$ cat config.mk
export PLATFORM = sky130hd
export DESIGN_NAME = lru_key_value_cache
export DESIGN_NICKNAME = d
export VERILOG_FILES = /design/src/hdl/lkvc_pkg.sv /design/src/hdl/lkvc_cell.sv /design/src/hdl/lru_key_value_cache.sv
export SDC_FILE = /design/constraint.sdc
export NUM_CORES = 2
export LEC_CHECK = 0
export ABC_AREA = 1
export ABC_CLOCK_PERIOD_IN_PS = 13050
export BUFFER_PORTS_ARGS = -buffer_cell sky130_fd_sc_hd__buf_2
export CAP_MARGIN = 10
export CORE_UTILIZATION = 35
export CTS_BUF_LIST = sky130_fd_sc_hd__clkbuf_4 sky130_fd_sc_hd__clkbuf_8
export DETAILED_ROUTE_END_ITERATION = 6
export PLACE_DENSITY = 0.61
export SKIP_CTS_REPAIR_TIMING = 1
export SYNTH_ARGS = -nofsm -noshare
export SYNTH_HDL_FRONTEND = slang
export SYNTH_SLANG_ARGS = --single-unit
$ cat constraint.sdc
create_clock -name clk -period 13.05 [get_ports clk]
set_input_delay 1.305 -clock clk [delete_from_list [all_inputs] [get_ports clk]]
set_output_delay 1.305 -clock clk [all_outputs]
set_load 0.005 [all_outputs]
$ cat src/hdl/lkvc_pkg.sv
// ----------------------------------------------------------------------------
// LRU key/value cache package
// Shared widths, operation codes and the structs passed along the cell row.
// ----------------------------------------------------------------------------
`default_nettype none

package lkvc_pkg;

  localparam int ENTRIES = 16;
  localparam int RANK_W  = $clog2(ENTRIES);
  localparam int OCC_W   = $clog2(ENTRIES + 1);
  localparam int KEY_W   = 32;
  localparam int VAL_W   = 31;
  localparam int OUT_W   = 32;
  localparam int CAP_W   = 5;
  localparam int ADDR_W  = 3;
  localparam int DATA_W  = 32;

  localparam logic [CAP_W-1:0] CAP_RESET = CAP_W'(16);

  localparam logic [ADDR_W-3:0] REG_CAPACITY = '0;

  typedef enum logic [3:0] {
    OP_NONE  = 4'b0001,
    OP_HIT   = 4'b0010,
    OP_FILL  = 4'b0100,
    OP_EVICT = 4'b1000
  } op_t;

  typedef struct packed {
    logic              hit;
    logic              free;
    logic [VAL_W-1:0]  value;
    logic [RANK_W-1:0] rank;
  } chain_t;

  typedef struct packed {
    logic [KEY_W-1:0] key;
    logic [VAL_W-1:0] value;
  } req_t;

  typedef struct packed {
    logic             en;
    op_t              op;
    logic             write;
    logic [OCC_W-1:0] rank;
  } act_t;

endpackage

`default_nettype wire

$ cat src/hdl/lkvc_cell.sv
// ----------------------------------------------------------------------------
// LRU key/value cache entry cell
// Holds one entry, joins the lookup chain and applies the broadcast update.
// ----------------------------------------------------------------------------
`default_nettype none

module lkvc_cell (
  input  wire logic            clk,
  input  wire logic            rst,
  input  wire lkvc_pkg::req_t   req,
  input  wire lkvc_pkg::act_t   act,
  input  wire lkvc_pkg::chain_t chain_in,
  output lkvc_pkg::chain_t      chain_out,
  output logic                  entry_valid
);

  logic                          valid;
  logic [lkvc_pkg::RANK_W-1:0]   rank;
  logic [lkvc_pkg::KEY_W-1:0]    key;
  logic [lkvc_pkg::VAL_W-1:0]    value;
  logic                          match;
  logic                          sel_hit;
  logic                          sel_free;
  logic                          target;
  logic                          age;

  always_comb begin
    match    = valid && (key == req.key);
    sel_hit  = match && !chain_in.hit;
    sel_free = !valid && !chain_in.free;

    chain_out.hit   = chain_in.hit | match;
    chain_out.free  = chain_in.free | !valid;
    chain_out.value = sel_hit ? value : chain_in.value;
    chain_out.rank  = sel_hit ? rank : chain_in.rank;

    case (act.op)
      lkvc_pkg::OP_HIT:   target = sel_hit;
      lkvc_pkg::OP_FILL:  target = sel_free;
      lkvc_pkg::OP_EVICT: target = valid && (lkvc_pkg::OCC_W'(rank) == act.rank);
      default:            target = 1'b0;
    endcase

    age = valid && !target && (lkvc_pkg::OCC_W'(rank) < act.rank);
  end

  always_ff @(posedge clk) begin
    if (rst) begin
      valid <= 1'b0;
      rank  <= '0;
    end else if (act.en) begin
      if (target) begin
        valid <= 1'b1;
        rank  <= '0;
      end else if (age) begin
        rank <= rank + lkvc_pkg::RANK_W'(1);
      end
    end
  end

  always_ff @(posedge clk) begin
    if (act.en && target && (act.op != lkvc_pkg::OP_HIT)) begin
      key <= req.key;
    end
    if (act.en && target && act.write) begin
      value <= req.value;
    end
  end

  assign entry_valid = valid;

endmodule

`default_nettype wire

$ cat src/hdl/lru_key_value_cache.sv
// ----------------------------------------------------------------------------
// LRU key/value cache
// Fully associative key/value store with least-recently-used replacement.
// ----------------------------------------------------------------------------
// The cache takes one request per clock while the output is not stalled and
// returns one result for each request; the request is registered on transfer,
// and the result is registered in turn when the request completes. The entry
// cells search all entries and apply the recency update on completion.
// A read hit returns the stored value, a read miss returns -1 and every write
// returns 0; found reports whether the key was present before the request.
// The capacity register at address 0 limits how many entries fill before
// the least recent one is replaced; zero acts as one and values above the
// entry count act as the entry count.
`default_nettype none

module lru_key_value_cache (
  input  wire logic                          clk,
  input  wire logic                          rst,

  input  wire logic                          psel,
  input  wire logic                          penable,
  input  wire logic                          pwrite,
  input  wire logic [lkvc_pkg::ADDR_W-1:0]   paddr,
  input  wire logic [lkvc_pkg::DATA_W-1:0]   pwdata,
  output logic      [lkvc_pkg::DATA_W-1:0]   prdata,
  output logic                               pready,

  input  wire logic                          in_valid,
  output logic                               in_stall,
  input  wire logic                          mode,
  input  wire logic signed [lkvc_pkg::KEY_W-1:0] key,
  input  wire logic [lkvc_pkg::VAL_W-1:0]    value,

  output logic                               out_valid,
  input  wire logic                          out_stall,
  output logic                               found,
  output logic signed [lkvc_pkg::OUT_W-1:0]  read_value
);

  logic [lkvc_pkg::CAP_W-1:0]   capacity;
  logic [lkvc_pkg::OCC_W-1:0]   occupancy;
  logic [lkvc_pkg::OCC_W-1:0]   eff_cap;
  logic                         busy;
  logic                         req_mode;
  lkvc_pkg::req_t               req;
  lkvc_pkg::act_t               act;
  lkvc_pkg::op_t                op;
  lkvc_pkg::chain_t             chain [lkvc_pkg::ENTRIES+1];
  logic [lkvc_pkg::ENTRIES-1:0] valid_vec;
  logic                         complete;
  logic                         accept;
  logic                         cfg_write;

  assign pready    = 1'b1;
  assign cfg_write = psel && penable && pwrite
                     && (paddr[lkvc_pkg::ADDR_W-1:2] == lkvc_pkg::REG_CAPACITY);
  assign prdata    = (paddr[lkvc_pkg::ADDR_W-1:2] == lkvc_pkg::REG_CAPACITY)
                     ? lkvc_pkg::DATA_W'(capacity) : '0;

  always_ff @(posedge clk) begin
    if (rst) begin
      capacity <= lkvc_pkg::CAP_RESET;
    end else if (cfg_write) begin
      capacity <= pwdata[lkvc_pkg::CAP_W-1:0];
    end
  end

  assign complete = busy && (!out_valid || !out_stall);
  assign in_stall = busy && !complete;
  assign accept   = in_valid && !in_stall;

  always_ff @(posedge clk) begin
    if (rst) begin
      busy <= 1'b0;
    end else if (accept) begin
      busy <= 1'b1;
    end else if (complete) begin
      busy <= 1'b0;
    end
  end

  always_ff @(posedge clk) begin
    if (accept) begin
      req_mode  <= mode;
      req.key   <= key;
      req.value <= value;
    end
  end

  assign chain[0] = '0;

  for (genvar i = 0; i < lkvc_pkg::ENTRIES; i++) begin : g_cell
    lkvc_cell u_cell (
      .clk         (clk),
      .rst         (rst),
      .req         (req),
      .act         (act),
      .chain_in    (chain[i]),
      .chain_out   (chain[i+1]),
      .entry_valid (valid_vec[i])
    );
  end

  always_comb begin
    if (capacity == '0) begin
      eff_cap = lkvc_pkg::OCC_W'(1);
    end else if (int'(capacity) > lkvc_pkg::ENTRIES) begin
      eff_cap = lkvc_pkg::OCC_W'(lkvc_pkg::ENTRIES);
    end else begin
      eff_cap = lkvc_pkg::OCC_W'(capacity);
    end

    if (chain[lkvc_pkg::ENTRIES].hit) begin
      op = lkvc_pkg::OP_HIT;
    end else if (!req_mode) begin
      op = lkvc_pkg::OP_NONE;
    end else if (occupancy < eff_cap) begin
      op = lkvc_pkg::OP_FILL;
    end else begin
      op = lkvc_pkg::OP_EVICT;
    end

    act.en    = complete;
    act.op    = op;
    act.write = req_mode;
    case (op)
      lkvc_pkg::OP_HIT:   act.rank = lkvc_pkg::OCC_W'(chain[lkvc_pkg::ENTRIES].rank);
      lkvc_pkg::OP_FILL:  act.rank = occupancy;
      lkvc_pkg::OP_EVICT: act.rank = occupancy - lkvc_pkg::OCC_W'(1);
      default:            act.rank = '0;
    endcase
  end

  always_ff @(posedge clk) begin
    if (rst) begin
      occupancy <= '0;
    end else if (complete && (op == lkvc_pkg::OP_FILL)) begin
      occupancy <= occupancy + lkvc_pkg::OCC_W'(1);
    end
  end

  always_ff @(posedge clk) begin
    if (rst) begin
      out_valid <= 1'b0;
    end else if (complete) begin
      out_valid <= 1'b1;
    end else if (!out_stall) begin
      out_valid <= 1'b0;
    end
  end

  always_ff @(posedge clk) begin
    if (complete) begin
      found <= chain[lkvc_pkg::ENTRIES].hit;
      if (req_mode) begin
        read_value <= '0;
      end else if (chain[lkvc_pkg::ENTRIES].hit) begin
        read_value <= {1'b0, chain[lkvc_pkg::ENTRIES].value};
      end else begin
        read_value <= '1;
      end
    end
  end

  // The occupancy count always equals the number of valid entries.
  a_occ_count: assert property (@(posedge clk) disable iff (rst)
    $countones(valid_vec) == int'(occupancy))
    else $error("occupancy does not match valid entries");

  // A fill only happens when some entry is free.
  a_fill_free: assert property (@(posedge clk) disable iff (rst)
    complete && (op == lkvc_pkg::OP_FILL) |-> chain[lkvc_pkg::ENTRIES].free)
    else $error("fill without a free entry");

  // A fill grows the occupancy by one.
  a_fill_grow: assert property (@(posedge clk) disable iff (rst)
    complete && (op == lkvc_pkg::OP_FILL)
    |=> occupancy == $past(occupancy) + lkvc_pkg::OCC_W'(1))
    else $error("fill did not grow occupancy");

  // Every completed request offers its result on the next cycle.
  a_result_next: assert property (@(posedge clk) disable iff (rst)
    complete |=> out_valid)
    else $error("completed request without result");

endmodule

`default_nettype wire
* After elaboration in Yosys (flattened, before gate mapping)
Index checks and enable logic that the tools add are counted.
** Word-level totals
- Bits in registers :: 1197
- Bits of input ports :: 106
- Output and inout bits :: 68
- Logic and storage cells :: 533
** Operators by class
- Add/sub/neg operators :: 18
- Magnitude comparators :: 18
- Eq/ne operators :: 37
- Multiplexer cells :: 92
- Bitwise logic cells :: 30
- Reductions and logical operators :: 265
** Operators by type and width (number)
- $eq A32 B32 Y1 :: 16
- $mux W31 :: 16
- $mux W4 :: 51
- $logic_and A1 B1 Y1 :: 149
- $eq A4 B5 Y1 :: 16
- $lt A4 B5 Y1 :: 16
- $logic_not A1 Y1 :: 65
- $add A4 B1 Y4 const B :: 16
- $reduce_and A2 Y1 :: 32
- $pmux W1 S3 :: 16
- $reduce_bool A2 Y1 :: 17
- $mux W32 :: 1
- $or A1 B1 Y1 :: 29
- $mux W5 :: 3
- $pmux W5 S3 :: 1
- $add A5 B1 Y5 const B :: 1
- $gt A5 B5 Y1 const B :: 1
- $logic_not A5 Y1 :: 1
- $lt A5 B5 Y1 :: 1
- $sub A5 B1 Y5 const B :: 1
- $eq A4 B2 Y1 const B :: 1
- $eq A4 B3 Y1 const B :: 1
- $eq A4 B4 Y1 const B :: 1
- $mux W1 :: 4
- other kinds (4) :: 4

* Logic depth before layout (Yosys ltp)
- Depth in word-level cells :: 28
- Depth in mapped cells :: 44
- Depth with buffers taken out :: 42

* Hierarchy
From an unflattened synthesis, not the netlist that was laid out.
** Unflattened totals
- Cells, all modules :: 5917
- Area total of the unflattened synthesis :: 62298.5 µm²
** By module, submodules not included
- lkvc_cell at g_cell[15].u_cell ... :: times used 10, cells an instance 308, area an instance 3464.6 µm², sequential area each 1991.9 µm²
- lkvc_cell at g_cell[0].u_cell ... :: times used 6, cells an instance 418, area an instance 3888.7 µm², sequential area each 1991.9 µm²
- lru_key_value_cache :: times used 1, cells an instance 329, area an instance 4320.4 µm², sequential area each 3153.0 µm²

* Worst setup path before layout
OpenSTA, ideal clock, no wires.
- Path type :: flip-flop to flip-flop
- From :: reg req[52] (netlist name)
- To :: reg g_cell[8].u_cell.key[0] (netlist name) (enable)
- Library setup time :: 0.421 ns
- Arrival :: 5.712 ns
- Data required time :: 12.629 ns
- Slack :: 6.917 ns
- Cell stages (with the launch flop) :: 29
- Path buffers :: 3
- Period minus slack after synthesis :: 6.133 ns
- Path through :: edfxtp_1 -> buf_4 -> inv_4 -> buf_6 -> o22ai_2 -> inv_2 -> o21ai_2 -> nor2_1 -> nand3_2 -> nand2_2 -> nor2_4 -> nand4_2 -> nor2_2 -> nand4_2 -> nor3_1 -> nand3b_1 -> clkbuf_1 -> o21ai_0 -> inv_1 -> nand2_1 -> nand2_1 -> a21oi_1 -> ha_1 -> nand3_1 -> nor2_1 -> nand4_1 -> nand3_1 -> nand2_2 -> nor2_1
** On the way
- Word-level cells in the longest chain between the ends :: 25
- Elaborated cells on any way between the ends :: 104
- Those cells by class :: eq/ne: 21; mux: 19; bitwise: 15; reduce/logical: 49
** Ends and longest elaborated chain
- $eq A32 B32 Y1 :: RTL line lkvc_cell.sv:28 : match = valid && (key == req.key);
- $logic_and A1 B1 Y1 :: RTL line lkvc_cell.sv:28
- $or A1 B1 Y1 / $logic_not A1 Y1 (equally long branches) :: RTL line lkvc_cell.sv:32, lkvc_cell.sv:29
- $or A1 B1 Y1 (tied with other cells) (14 in a row) :: RTL line lkvc_cell.sv:32 : chain_out.hit = chain_in.hit | match;
- $mux W4 (tied with other cells) :: RTL line lru_key_value_cache.sv:113 : if (chain[lkvc_pkg::ENTRIES].hit) begin
- $eq A4 B4 Y1 (tied with other cells) :: RTL line lkvc_cell.sv:37, lru_key_value_cache.sv:126
- $pmux W5 S3 :: RTL line lru_key_value_cache.sv:126 : case (op)
- $eq A4 B5 Y1 :: RTL line lkvc_cell.sv:40 : lkvc_pkg::OP_EVICT: target = valid && (lkvc_pkg::OCC_W'(rank) == act.rank);
- $logic_and A1 B1 Y1 :: RTL line lkvc_cell.sv:40
- $pmux W1 S3 :: RTL line lkvc_cell.sv:37 : case (act.op)
- $logic_and A1 B1 Y1 :: RTL line lkvc_cell.sv:62 : if (act.en && target && (act.op != lkvc_pkg::OP_HIT)) begin
- $logic_and A1 B1 Y1 * :: RTL line lkvc_cell.sv:62
- end signal: assignment :: RTL line lkvc_cell.sv:63 : key <= req.key;
- end: declaration :: RTL line lkvc_cell.sv:19 : logic [lkvc_pkg::KEY_W-1:0] key;
Every way passes the cells marked *; elsewhere a longest branch is shown, timed or not.
A chain may end at the register's enable or synchronous reset.

* Worst setup path in the final report
- From :: reg req[60] (netlist name)
- To :: reg g_cell[0].u_cell.key[28] (netlist name) (enable)
** On the way
- Word-level cells in the longest chain between the ends :: 25
- Elaborated cells on any way between the ends :: 104
- Those cells by class :: eq/ne: 21; mux: 19; bitwise: 15; reduce/logical: 49
** Ends and longest elaborated chain (RTL line)
- $eq A32 B32 Y1 :: lkvc_cell.sv:28
- $logic_and A1 B1 Y1 :: lkvc_cell.sv:28
- $or A1 B1 Y1 / $logic_not A1 Y1 (equally long branches) :: lkvc_cell.sv:32, lkvc_cell.sv:29
- $or A1 B1 Y1 (tied with other cells) (14 in a row) :: lkvc_cell.sv:32
- $mux W4 (tied with other cells) :: lru_key_value_cache.sv:113
- $eq A4 B4 Y1 (tied with other cells) :: lkvc_cell.sv:37, lru_key_value_cache.sv:126
- $pmux W5 S3 :: lru_key_value_cache.sv:126
- $eq A4 B5 Y1 :: lkvc_cell.sv:40
- $logic_and A1 B1 Y1 :: lkvc_cell.sv:40
- $pmux W1 S3 :: lkvc_cell.sv:37
- $logic_and A1 B1 Y1 :: lkvc_cell.sv:62
- $logic_and A1 B1 Y1 * :: lkvc_cell.sv:62
- end signal: assignment :: lkvc_cell.sv:63
- end: declaration :: lkvc_cell.sv:19
Marked as above.

==> flow_metrics.tcl <==
set metrics [dict create \
    yosys.cell_count.top_type "sky130_fd_sc_hd__edfxtp_1" \
    viasPerCell 5.26 \
    detailed_place.area_um2 54700 \
    hold_class "register to register" \
    setup_viol 0 \
    result_of_the_run "finished clean" \
    final.fill_count 13600 \
    overflow 0 \
    slew_violations 0 \
    setup_tns_ns 0 \
    grt_util_overall_pct 19.1 \
    synth.top_cells.by_count "sky130_fd_sc_hd__edfxtp_1, sky130_fd_sc_hd__nand2_1, sky130_fd_sc_hd__o21ai_0" \
    final_nets 4810 \
    cp_slowest_cell "sky130_fd_sc_hd__nor2_4" \
    detailroute.via_count 35200 \
    wirelength_mm 145 \
    post-route-period-util_pct 63.8 \
    final_core_utilization_pct 39.9 \
    critical_path.endpoint_type "register" \
    max-slew-margin-rel_pct 21.8 \
    start_kind "register" \
    grt_max_degree 72 \
    seq_total_area_yosys_pct 67.7 \
    io_port_bufs 116 \
    synth.avg_cell_area_um2 11.8 \
    critical_path.max_stage_delay_ns 0.81 \
    detailed_router_s_first_iteration_violation_count 3163 \
    synth_cells 4387 \
    global_route_wire_length_before_repair_mm 214 \
    cts.sink_count 1197 \
    synth-edff-count 1105 \
    synth_top_area_share_pct 64.1 \
    rr_worst_depth 37 \
    synth_top_flop_cell "sky130_fd_sc_hd__edfxtp_1" \
    worst-slew-pin-transition_ns 1.17 \
    timing_hold_violations_final 0 \
    floorplan.die.height_um 386 \
    detailedRoute.firstPassIterationCount 5 \
    die-area_um2 149000 \
    leakagePower_nw 20.7 \
    gp_congestion 0.861 \
    maximum_fanout_encountered_on_the_critical_timing_path 42 \
    clock-root-buffer "sky130_fd_sc_hd__clkbuf_8" \
    netlist-cell-type-count 69 \
    postSynthRegisterBits 1197 \
    power.ir.vdd_worst_uv 102 \
    route.detailed.drc 0 \
    clk_lat_worst_skew_ns 0.92 \
    drt-wirelength-per-cell_um 21.7 \
    ys_warn_count 0 \
    grt_pass1_vias 33500 \
    rsz0062_at_grt "no" \
    power.density_nw_per_um2 131 \
    drv_cap 0 \
    numCtsBuffers 192 \
    area_of_the_core_um2 146000 \
    synth_top_cell_by_area "sky130_fd_sc_hd__edfxtp_1" \
    dieWidth_um 386 \
    asyncSetResetFlopFracSynth_pct 0 \
    design_area_um2 58400 \
    data_arrival_at_the_endpoint_of_the_critical_path_ns 8.83 \
    worst_setup_path_class "register to register" \
    regToRegSetupSlack_ns 4.72 \
    total_i_o_pin_count 174 \
    areaGrowthSynthToFinish_pct 12.8 \
    netlist_top_cells_area "sky130_fd_sc_hd__edfxtp_1, sky130_fd_sc_hd__nand2_1, sky130_fd_sc_hd__dfxtp_1" \
    min_delay_path_depth 2 \
    clk_path_buf_depth 3 \
    cts_tree "yes" \
    initial_core_util_pct 35.4 \
    synth_area_um2 51700 \
    fin_skew_ns 0.0531 \
    critical-path-top-cell-by-count "sky130_fd_sc_hd__nand2_1" \
    final_hpwl_dp_mm 84.3 \
    ant_nets 0 \
    fmax_mhz 120 \
    drive_gt1_share_pct 14.4 \
    antenna_found_initial 7 \
    finalCriticalPeriod_ns 8.33 \
    worst_setup_hold_path_clk_slew_ns 0.06 \
    row_count 140 \
    cp.required_ns 13.55 \
    ctsHtreeMaxLevel 4 \
]
metrics by stage:
step | worst slack [ns] | total power, mW | hold WS (ns) | std cells
2_1_floorplan | 6.92 | 4.49 | 0.450 | 4413
3_3_place_gp | 4.93 | 4.63 | 0.483 | 6341
3_5_place_dp | 4.83 | 4.64 | 0.486 | 6341
4_1_cts | 4.80 | 7.73 | 0.474 | 6685
5_1_grt | 4.25 | 7.91 | 0.507 | 6686
6_report | 4.72 | 7.68 | 0.499 | 6686
cell type report:
class	count	area (um2)	share of cell area, %
Sequential cell	1197	35000	60.0
Multi-Input combinational cell	2708	14800	25.4
Clock buffer	247	3090	5.29
Tap cell	1917	2400	4.11
Timing Repair Buffer	218	1350	2.31
Inverter	301	1140	1.95
Clock inverter	97	571	0.977
Antenna cell	1	2.50	0.00429
power breakdown:
| group | switching [mW] | internal (mW) | leakage [nW] | total [mW] |
|---|---|---|---|---|
| Combinational | 0.233 | 0.0785 | 8.03 | 0.311 |
| Sequential | 0.0356 | 4.22 | 10.7 | 4.25 |
| Clock | 1.49 | 1.62 | 1.92 | 3.11 |
routing by layer:
layer | global-route usage (%) | wire (um) | vias up
met5 | 0 | 44 | -
met4 | 5.95 | 3680 | 6
met3 | 3.73 | 12400 | 257
met2 | 30.5 | 67000 | 1499
met1 | 26.2 | 62200 | 17200
li1 | - | - | 16200
state kept, by name, indices dropped and copies added (netlist names):
signal / flops
busy: 1
capacity: 5
found: 1
g_cell.u_cell.entry_valid: 16
g_cell.u_cell.key: 512
g_cell.u_cell.rank: 64
g_cell.u_cell.value: 496
occupancy: 5
out_valid: 1
read_value: 32
req: 63
req_mode: 1
path summary, 6_finish.rpt:
path | start | end
worst min register to register | g_cell[2].u_cell.rank[3] | g_cell[2].u_cell.rank[3]
worst max-delay path | req[60] | g_cell[0].u_cell.key[28]
worst min-delay path | g_cell[2].u_cell.rank[3] | g_cell[2].u_cell.rank[3]
worst max register to register | req[60] | g_cell[0].u_cell.key[28]
cell families (layout without fill, tap and decap cells):
group | count (synthesis) | after routing | share of synthesized area (%)
AO/OA/AOI/OAI | 799 | 799 | 8.86
XOR/XNOR | 172 | 172 | 2.91
adder cells (fa/ha/maj) | 86 | 86 | 2.08
buffers and inverters | 508 | 863 | 4.32
flip-flops | 1197 | 1197 | 67.7
other | 2 | 29 | 0.0145
AND/OR/NAND/NOR | 1623 | 1623 | 14.1
worst max-delay path: cells and delay by family (launching register included):
family	cells	cell delay, ns
AO/OA/AOI/OAI	2	0.26
adder cells (fa/ha/maj)	1	0.18
buffers and inverters	10	3.04
flip-flops	1	0.35
AND/OR/NAND/NOR	24	3.91
cells in the final DEF, fill, tap and decap left out, types with 21 or more instances in the layout:
master / synthesis / final
sky130_fd_sc_hd__a21oi_1: 249 / 247
sky130_fd_sc_hd__a22o_1: 21 / 21
sky130_fd_sc_hd__a41oi_1: 27 / 27
sky130_fd_sc_hd__buf_2: 59 / 116
sky130_fd_sc_hd__buf_4: 45 / 102
sky130_fd_sc_hd__clkbuf_4: 0 / 50
sky130_fd_sc_hd__clkbuf_8: 0 / 197
sky130_fd_sc_hd__clkinv_1: 5 / 61
sky130_fd_sc_hd__clkinv_2: 0 / 24
sky130_fd_sc_hd__conb_1: 2 / 28
sky130_fd_sc_hd__dfxtp_1: 92 / 92
sky130_fd_sc_hd__edfxtp_1: 1105 / 1105
sky130_fd_sc_hd__ha_1: 86 / 86
sky130_fd_sc_hd__inv_1: 263 / 261
sky130_fd_sc_hd__inv_2: 31 / 32
sky130_fd_sc_hd__nand2_1: 830 / 827
sky130_fd_sc_hd__nand2_2: 18 / 21
sky130_fd_sc_hd__nand3_1: 213 / 213
sky130_fd_sc_hd__nand4_1: 111 / 111
sky130_fd_sc_hd__nor2_1: 268 / 234
sky130_fd_sc_hd__nor2_2: 13 / 21
sky130_fd_sc_hd__nor2_4: 6 / 32
sky130_fd_sc_hd__nor3_1: 33 / 33
sky130_fd_sc_hd__nor4_1: 25 / 25
sky130_fd_sc_hd__o21ai_0: 274 / 274
sky130_fd_sc_hd__o21ai_1: 51 / 51
sky130_fd_sc_hd__o22ai_1: 102 / 102
sky130_fd_sc_hd__or2_2: 32 / 32
sky130_fd_sc_hd__xnor2_1: 101 / 101
sky130_fd_sc_hd__xor2_1: 71 / 71
(Power assumes the default switching activity.)
